## src/hw/rtl/lir_pkg.sv

```systemverilog
// shared constants and types for the linear interpolation resampler
package lir_pkg;

    // sample and phase formats
    localparam int SAMPLE_BITS  = 16;
    localparam int FRAC_BITS    = 16;
    localparam int MAX_UPSAMPLE = 16;

    localparam int PHASE_BITS = FRAC_BITS + 5;
    localparam int PROD_W     = SAMPLE_BITS + FRAC_BITS + 2;
    localparam int QUOT_W     = PROD_W - FRAC_BITS;
    localparam int SUM_W      = QUOT_W + 1;

    // phase constants
    localparam logic [PHASE_BITS-1:0] ONE_Q    = PHASE_BITS'(64'd1 << FRAC_BITS);
    localparam logic [PHASE_BITS-1:0] TWO_Q    = PHASE_BITS'(64'd2 << FRAC_BITS);
    localparam logic [PHASE_BITS-1:0] MIN_STEP =
        PHASE_BITS'(((64'd1 << FRAC_BITS) + 64'(MAX_UPSAMPLE) - 64'd1) / 64'(MAX_UPSAMPLE));
    localparam logic [PHASE_BITS-1:0] MAX_STEP = PHASE_BITS'(64'd16 << FRAC_BITS);
    localparam logic signed [PROD_W-1:0] HALF_P = PROD_W'(64'd1 << (FRAC_BITS - 1));

    // sample range for saturation
    localparam logic signed [SUM_W-1:0] SMP_MAX =
        SUM_W'((64'sd1 <<< (SAMPLE_BITS - 1)) - 64'sd1);
    localparam logic signed [SUM_W-1:0] SMP_MIN = -SMP_MAX - SUM_W'(1);

    // controller states
    typedef enum logic [2:0] {
        S_IDLE,
        S_SEG,
        S_MUL,
        S_EMIT,
        S_TAIL
    } t_state;

    // controller to datapath commands
    typedef struct packed {
        logic load_in;
        logic mul;
        logic emit_interp;
        logic emit_tail;
        logic wrap;
        logic finish;
    } t_dp_cmd;

    // datapath to controller status
    typedef struct packed {
        logic have_prev;
        logic fin;
        logic ph_lt_one;
        logic out_free;
    } t_dp_stat;

endpackage

```

## src/hw/rtl/linear_interp_resampler.sv

```systemverilog
// top level of the linear interpolation resampler
//
//   channel  | direction | handshake                  | payload
//   ---------+-----------+----------------------------+-------------------------------------
//   input    | in        | i_in_valid / o_in_stall    | i_sample_in, i_is_final
//   output   | out       | o_out_valid / i_out_stall  | o_sample_out, o_run_last, o_stream_end
//   config   | in        | i_cfg_valid / o_cfg_ready  | i_cfg_step_ratio
//
// an input beat is loaded, then each interpolated output passes the phase check,
// the multiply into the product register and the rounding into the output register
// in turn, and repeated tail outputs follow. the input is stalled while the
// controller is out of idle, after acceptance until the finish step that follows the
// item's last result; the output register then waits on its own, and an output stall
// holds the emitting state. reset is synchronous, active low, and restores step 1.0
// with an empty history.
module linear_interp_resampler
    import lir_pkg::*;
(
    input  logic                          i_clk,
    input  logic                          i_rst_n,
    input  logic                          i_cfg_valid,
    output logic                          o_cfg_ready,
    input  logic [PHASE_BITS-1:0]         i_cfg_step_ratio,
    input  logic                          i_in_valid,
    output logic                          o_in_stall,
    input  logic signed [SAMPLE_BITS-1:0] i_sample_in,
    input  logic                          i_is_final,
    output logic                          o_out_valid,
    input  logic                          i_out_stall,
    output logic signed [SAMPLE_BITS-1:0] o_sample_out,
    output logic                          o_run_last,
    output logic                          o_stream_end
);

    t_dp_cmd  w_cmd;
    t_dp_stat w_stat;

    // config register is always writable
    assign o_cfg_ready = 1'b1;

    // sequencer
    lir_ctrl u_ctrl (
        .i_clk      (i_clk),
        .i_rst_n    (i_rst_n),
        .i_in_valid (i_in_valid),
        .o_in_stall (o_in_stall),
        .i_stat     (w_stat),
        .o_cmd      (w_cmd)
    );

    // arithmetic and storage
    lir_dp u_dp (
        .i_clk            (i_clk),
        .i_rst_n          (i_rst_n),
        .i_cmd            (w_cmd),
        .o_stat           (w_stat),
        .i_cfg_valid      (i_cfg_valid),
        .i_cfg_step_ratio (i_cfg_step_ratio),
        .i_sample_in      (i_sample_in),
        .i_is_final       (i_is_final),
        .i_out_stall      (i_out_stall),
        .o_out_valid      (o_out_valid),
        .o_sample_out     (o_sample_out),
        .o_run_last       (o_run_last),
        .o_stream_end     (o_stream_end)
    );

endmodule

```

## src/hw/rtl/lir_dp.sv

```systemverilog
// datapath: sample and phase registers, interpolation multiplier, output register
module lir_dp
    import lir_pkg::*;
(
    input  logic                          i_clk,
    input  logic                          i_rst_n,
    input  t_dp_cmd                       i_cmd,
    output t_dp_stat                      o_stat,
    input  logic                          i_cfg_valid,
    input  logic [PHASE_BITS-1:0]         i_cfg_step_ratio,
    input  logic signed [SAMPLE_BITS-1:0] i_sample_in,
    input  logic                          i_is_final,
    input  logic                          i_out_stall,
    output logic                          o_out_valid,
    output logic signed [SAMPLE_BITS-1:0] o_sample_out,
    output logic                          o_run_last,
    output logic                          o_stream_end
);

    // control state
    logic [PHASE_BITS-1:0]         r_step;
    logic signed [SAMPLE_BITS-1:0] r_prev;
    logic                          r_have_prev;
    logic [PHASE_BITS-1:0]         r_phase;
    logic                          r_out_valid;

    // per-item payload
    logic signed [SAMPLE_BITS-1:0] r_x;
    logic                          r_fin;
    logic signed [SAMPLE_BITS:0]   r_diff;
    logic [PHASE_BITS-1:0]         r_stepc;
    logic signed [PROD_W-1:0]      r_prod;
    logic signed [SAMPLE_BITS-1:0] r_out_sample;
    logic                          r_out_last;
    logic                          r_out_end;

    logic signed [SAMPLE_BITS:0]   n_diff;
    logic [PHASE_BITS-1:0]         n_stepc;
    logic signed [FRAC_BITS:0]     w_frac;
    logic signed [PROD_W-1:0]      w_prod;
    logic signed [PROD_W-1:0]      w_round;
    logic signed [QUOT_W-1:0]      w_quot;
    logic signed [SUM_W-1:0]       w_sum;
    logic signed [SAMPLE_BITS-1:0] w_interp;
    logic [PHASE_BITS-1:0]         w_ph_step;
    logic                          w_interp_last;
    logic                          w_tail_last;
    logic                          w_out_free;

    // difference and clamped step for a new item
    assign n_diff = {i_sample_in[SAMPLE_BITS-1], i_sample_in}
                  - {r_prev[SAMPLE_BITS-1], r_prev};

    always_comb begin
        n_stepc = r_step;
        if (r_step < MIN_STEP) begin
            n_stepc = MIN_STEP;
        end else if (r_step > MAX_STEP) begin
            n_stepc = MAX_STEP;
        end
    end

    // multiplier: difference times phase fraction
    assign w_frac = {1'b0, r_phase[FRAC_BITS-1:0]};
    assign w_prod = r_diff * w_frac;

    // round, arithmetic shift, add previous sample, saturate
    assign w_round = r_prod + HALF_P;
    assign w_quot  = w_round[PROD_W-1:FRAC_BITS];
    assign w_sum   = {{(SUM_W-SAMPLE_BITS){r_prev[SAMPLE_BITS-1]}}, r_prev}
                   + {w_quot[QUOT_W-1], w_quot};

    always_comb begin
        if (w_sum > SMP_MAX) begin
            w_interp = SMP_MAX[SAMPLE_BITS-1:0];
        end else if (w_sum < SMP_MIN) begin
            w_interp = SMP_MIN[SAMPLE_BITS-1:0];
        end else begin
            w_interp = w_sum[SAMPLE_BITS-1:0];
        end
    end

    // phase advance and last-beat lookahead
    assign w_ph_step     = r_phase + r_stepc;
    assign w_interp_last = (w_ph_step >= ONE_Q) && !(r_fin && (w_ph_step < TWO_Q));
    assign w_tail_last   = (w_ph_step >= ONE_Q);
    assign w_out_free    = !r_out_valid || !i_out_stall;

    // status
    assign o_stat.have_prev = r_have_prev;
    assign o_stat.fin       = r_fin;
    assign o_stat.ph_lt_one = (r_phase < ONE_Q);
    assign o_stat.out_free  = w_out_free;

    // control registers
    always_ff @(posedge i_clk) begin
        if (!i_rst_n) begin
            r_step      <= ONE_Q;
            r_prev      <= '0;
            r_have_prev <= 1'b0;
            r_phase     <= '0;
            r_out_valid <= 1'b0;
        end else begin
            if (i_cfg_valid) begin
                r_step <= i_cfg_step_ratio;
            end
            if (i_cmd.load_in && !r_have_prev) begin
                r_phase <= '0;
            end
            if (i_cmd.wrap) begin
                r_phase <= r_phase - ONE_Q;
            end
            if (i_cmd.emit_interp || i_cmd.emit_tail) begin
                r_phase     <= w_ph_step;
                r_out_valid <= 1'b1;
            end else if (!i_out_stall) begin
                r_out_valid <= 1'b0;
            end
            if (i_cmd.finish) begin
                if (r_fin) begin
                    r_prev      <= '0;
                    r_have_prev <= 1'b0;
                    r_phase     <= '0;
                end else begin
                    r_prev      <= r_x;
                    r_have_prev <= 1'b1;
                end
            end
        end
    end

    // payload registers
    always_ff @(posedge i_clk) begin
        if (i_cmd.load_in) begin
            r_x     <= i_sample_in;
            r_fin   <= i_is_final;
            r_diff  <= n_diff;
            r_stepc <= n_stepc;
        end
        if (i_cmd.mul) begin
            r_prod <= w_prod;
        end
        if (i_cmd.emit_interp) begin
            r_out_sample <= w_interp;
            r_out_last   <= w_interp_last;
            r_out_end    <= w_interp_last && r_fin;
        end else if (i_cmd.emit_tail) begin
            r_out_sample <= r_x;
            r_out_last   <= w_tail_last;
            r_out_end    <= w_tail_last;
        end
    end

    assign o_out_valid  = r_out_valid;
    assign o_sample_out = r_out_sample;
    assign o_run_last   = r_out_last;
    assign o_stream_end = r_out_end;

endmodule

```

## src/hw/rtl/lir_ctrl.sv

```systemverilog
// controller: sequences segment beats, tail repeats and state update per input
module lir_ctrl
    import lir_pkg::*;
(
    input  logic     i_clk,
    input  logic     i_rst_n,
    input  logic     i_in_valid,
    output logic     o_in_stall,
    input  t_dp_stat i_stat,
    output t_dp_cmd  o_cmd
);

    t_state r_state;
    t_state n_state;

    // state register
    always_ff @(posedge i_clk) begin
        if (!i_rst_n) begin
            r_state <= S_IDLE;
        end else begin
            r_state <= n_state;
        end
    end

    // next state and commands
    always_comb begin
        n_state = r_state;
        o_cmd   = '0;
        unique case (r_state)
            S_IDLE: begin
                if (i_in_valid) begin
                    o_cmd.load_in = 1'b1;
                    n_state       = S_SEG;
                end
            end
            S_SEG: begin
                if (i_stat.have_prev && i_stat.ph_lt_one) begin
                    n_state = S_MUL;
                end else begin
                    o_cmd.wrap = i_stat.have_prev;
                    n_state    = S_TAIL;
                end
            end
            S_MUL: begin
                o_cmd.mul = 1'b1;
                n_state   = S_EMIT;
            end
            S_EMIT: begin
                if (i_stat.out_free) begin
                    o_cmd.emit_interp = 1'b1;
                    n_state           = S_SEG;
                end
            end
            S_TAIL: begin
                if (i_stat.fin && i_stat.ph_lt_one) begin
                    o_cmd.emit_tail = i_stat.out_free;
                end else begin
                    o_cmd.finish = 1'b1;
                    n_state      = S_IDLE;
                end
            end
            default: begin
                n_state = S_IDLE;
            end
        endcase
    end

    assign o_in_stall = (r_state != S_IDLE);

endmodule
```

## config.mk

```make
export PLATFORM = sky130hd
export DESIGN_NAME = linear_interp_resampler
export DESIGN_NICKNAME = d
export VERILOG_FILES = /design/src/hw/rtl/lir_pkg.sv /design/src/hw/rtl/linear_interp_resampler.sv /design/src/hw/rtl/lir_dp.sv /design/src/hw/rtl/lir_ctrl.sv
export SDC_FILE = /design/constraint.sdc
export NUM_CORES = 1
export LEC_CHECK = 0
export ABC_AREA = 1
export CAP_MARGIN = 20
export CORE_MARGIN = 5
export CORE_UTILIZATION = 25
export CTS_BUF_LIST = sky130_fd_sc_hd__clkbuf_2 sky130_fd_sc_hd__clkbuf_4 sky130_fd_sc_hd__clkbuf_8
export CTS_CLUSTER_DIAMETER = 150
export DETAILED_ROUTE_END_ITERATION = 8
export DONT_BUFFER_PORTS = 1
export SLEW_MARGIN = 20
export SYNTH_ARGS = -nofsm -noshare
export SYNTH_HDL_FRONTEND = slang
export SYNTH_HIERARCHICAL = 1
export SYNTH_SLANG_ARGS = --single-unit
```

## constraint.sdc

```tcl
create_clock -name i_clk -period 14.35 [get_ports i_clk]
set_input_delay 2.1525 -clock i_clk [delete_from_list [all_inputs] [get_ports i_clk]]
set_output_delay 2.1525 -clock i_clk [all_outputs]
set_load 0.01 [all_outputs]
```

==> results_dict.tcl <==
set metrics [dict create \
    first_pass_iters 5 \
    tightest_slew_ns 0.9174 \
    final-hold-violation-count 0 \
    netlist_top_cells_area "fa_1 28%, edfxtp_1 14%, nand2_1 12%" \
    synth_top_family_by_area "adder cells" \
    cts.clk_slew.worst_paths_ns 0.09 \
    synth.cell_area_mm2 0.02025 \
    startpoint_type "flip-flop" \
    grt_max_degree 57 \
    grt_remaining_overflow 0 \
    worstSetupStartpoint "u_dp/r_phase[5]" \
    place.gp.congestion 0.8876 \
    worstSetupEndpoint "u_dp/r_prod[30]" \
    reg2reg_depth 18 \
    synthXorXnorAreaFrac 0.03201 \
    yosys.area.top_type "fa_1" \
    critical_path_peak_fanout 19 \
    synth_compound_area_frac 0.07125 \
    dieHeight_um 294.6 \
    core_area_mm2 0.08042 \
    vias_per_cell 4.334 \
    grt_antenna_before_repair 0 \
    cts_buffers 17 \
    p_leak_nw 11.32 \
    drc 0 \
    io_buffers 0 \
    start_util 0.2518 \
    rsz0062_at_grt "false" \
    cts_resized 0 \
    end_kind "flip-flop" \
    hold_slack_ns 0.4822 \
    synth_commonest_cells "657 x nand2_1, 655 x inv_1, 280 x fa_1, 141 x a21oi_1, 141 x ha_1" \
    ios 64 \
    grt_pass1_vias 16090 \
    r2r_start "u_dp/r_phase[5]" \
    synth-seq-cells 155 \
    dpl.hpwl_um 41910 \
    synth.most_common_cell "nand2_1" \
    cp_data_arrival_time_ns 6.83 \
    finalCritPeriodShare 0.4618 \
    synth-edff-count 92 \
    clock_latency_ns 0.49 \
    wire_per_inst_um 13.85 \
    fp.dieW_um 294.6 \
    power_w 0.001742 \
    die-area_mm2 0.08678 \
    syn_avg_cell_area_um2 7.752 \
    report.final.slew_viol_count 0 \
    cts_tree "built" \
    p_per_area_mw_per_mm2 80.14 \
    hp-class "reg -> reg" \
    synth_adder_area_share 0.3640 \
    synth_warnings 6 \
    clock-sinks 155 \
    yosys.area.top_type_share 0.2769 \
    async_reset_ff_frac 0 \
    ys_seq_area_frac 0.1987 \
    track_usage 0.1188 \
    drive_gt1_frac 0.03464 \
    syn_to_final_growth_pct 7.335 \
    drtIter0Drc 836 \
    h-tree-depth 4 \
    synth.mux.area_fraction 0 \
    num_rows 104 \
    synthSimpleGateAreaFrac 0.1901 \
    period_needed_ns 6.627 \
    outcome "finished, final reports clean" \
    yosys.cell_types.count 50 \
    cp.required_ns 14.55 \
    postCtsHoldBufs 0 \
    regToRegEndpoint "u_dp/r_prod[30]" \
    rrSetupSlack_ns 7.72 \
    postRouteAntennaNets 0 \
    max_freq_ghz 0.1509 \
    tns_ns 0 \
    root_buffer "clkbuf_8" \
    clockBufferDepth 2 \
    nets 3020 \
    cts_setup_buffers 0 \
    maxSlewHeadroom 0.3884 \
    critPathKind "reg -> reg" \
    finalSetupViolCount 0 \
    grt_pass1_wl_um 83880 \
    cap_violations 0 \
    syn-instance-count 2612 \
    num_vias 15740 \
    irDropWorstVdd_v 0.00006784 \
    wl_um 50280 \
    synth_nets 3076 \
    synth_flop_cell "edfxtp_1" \
    fin_skew_ns 0.01732 \
]
==> flip-flops by register name (all words and copies together), names as in the netlist, 3 cells and up <==
signal / cells
u_dp/r_step: 21
u_ctrl/r_state: 3
u_dp/r_prev: 16
u_dp/r_prod: 19
u_dp/r_phase: 21
u_dp/o_sample_out: 16
u_dp/r_diff: 17
u_dp/r_x: 16
u_dp/r_stepc: 21
==> layer usage <==
metal	routed length, um	up-vias	share of wire	global-route usage
met3	2095	38	0.042	0.01537
li1	-	7719	-	-
met5	0	-	0	0
met4	823	0	0.016	0.02710
met1	21970	7683	0.44	0.1506
met2	25390	297	0.50	0.2156
==> cells in the final DEF, fill, tap and decap left out, types with 2 or more instances in the layout <==
cell / count
nand2_1: 657
inv_1: 655
fa_1: 280
a21oi_1: 141
ha_1: 141
nor2_1: 124
edfxtp_1: 92
nand3_1: 76
o21ai_0: 67
dfxtp_1: 63
xor2_1: 43
xnor2_1: 31
nand4_1: 28
clkbuf_8: 17
buf_4: 17
nand2_2: 12
a31oi_1: 12
nor3_1: 11
a211oi_1: 9
inv_2: 8
o21bai_1: 8
nor2_2: 6
clkbuf_4: 5
nand3_2: 5
a21boi_0: 5
nor4_1: 5
and3_1: 4
a21o_1: 4
clkinv_1: 4
bufinv_16: 3
clkinv_4: 3
o21a_1: 3
nand3b_1: 3
or2_2: 3
diode_2: 2
clkinv_2: 2
nor4_2: 2
o221ai_1: 2
o41ai_1: 2
o31ai_1: 2
==> kinds of logic after synthesis <==
kind of cell | count (synthesis)
flip-flops | 155
other | 1
buffers and inverters | 759
XOR/XNOR | 74
AO/OA/AOI/OAI | 262
adder cells (fa/ha/maj) | 421
AND/OR/NAND/NOR | 940
==> worst min path at each step <==
stage,to,start,slack [ns],depth (start not counted)
after global placement,u_dp/r_step[19],u_dp/r_step[19],0.47,2
after detailed placement,u_dp/r_step[13],u_dp/r_step[13],0.47,2
after floorplan,u_dp/r_step[18],u_dp/r_step[18],0.44,2
final,u_dp/r_step[13],u_dp/r_step[13],0.48,2
after global routing,u_dp/r_step[13],u_dp/r_step[13],0.51,2
after CTS,u_dp/r_step[13],u_dp/r_step[13],0.48,2
==> worst max-delay path: stages, from the launching register on <==
cell	delay [ns]
dfxtp_1	0.88
nand2_1	0.24
fa_1	0.63
fa_1	0.47
inv_1	0.32
fa_1	0.51
fa_1	0.52
fa_1	0.49
inv_1	0.05
fa_1	0.47
inv_1	0.04
ha_1	0.34
inv_1	0.12
o21bai_1	0.12
a21oi_1	0.28
o221ai_1	0.25
a21oi_1	0.17
o21ai_0	0.21
xor2_1	0.22
==> where the power goes <==
group          switching (W)  internal, W
registers          0.0000732     0.000536
clock network       0.000175     0.000182
logic               0.000495     0.000280
==> area by class of cell <==
type | instances | area (um2)
diodes | 2 | 5.005
clock buffers | 22 | 271.5
clock inverters | 10 | 142.6
fillers | 8766 | 58690
inverters | 667 | 2504
multi-input cells | 1698 | 13330
flip-flops and latches | 155 | 4024
well taps | 1060 | 1326
repair buffers | 17 | 127.6
==> metrics by stage <==
step	std cells	utilization	cell area, um2	setup WS, ns
after floorplan	2612	-	20250	8.486
after global placement	3597	0.2650	21310	7.840
after detailed placement	3597	0.2650	21310	7.861
after CTS	3629	0.2702	21730	7.830
after global routing	3629	0.2702	21730	7.337
final	3631	0.2702	21730	7.723
Note: power is estimated with default switching activity, not from simulation.
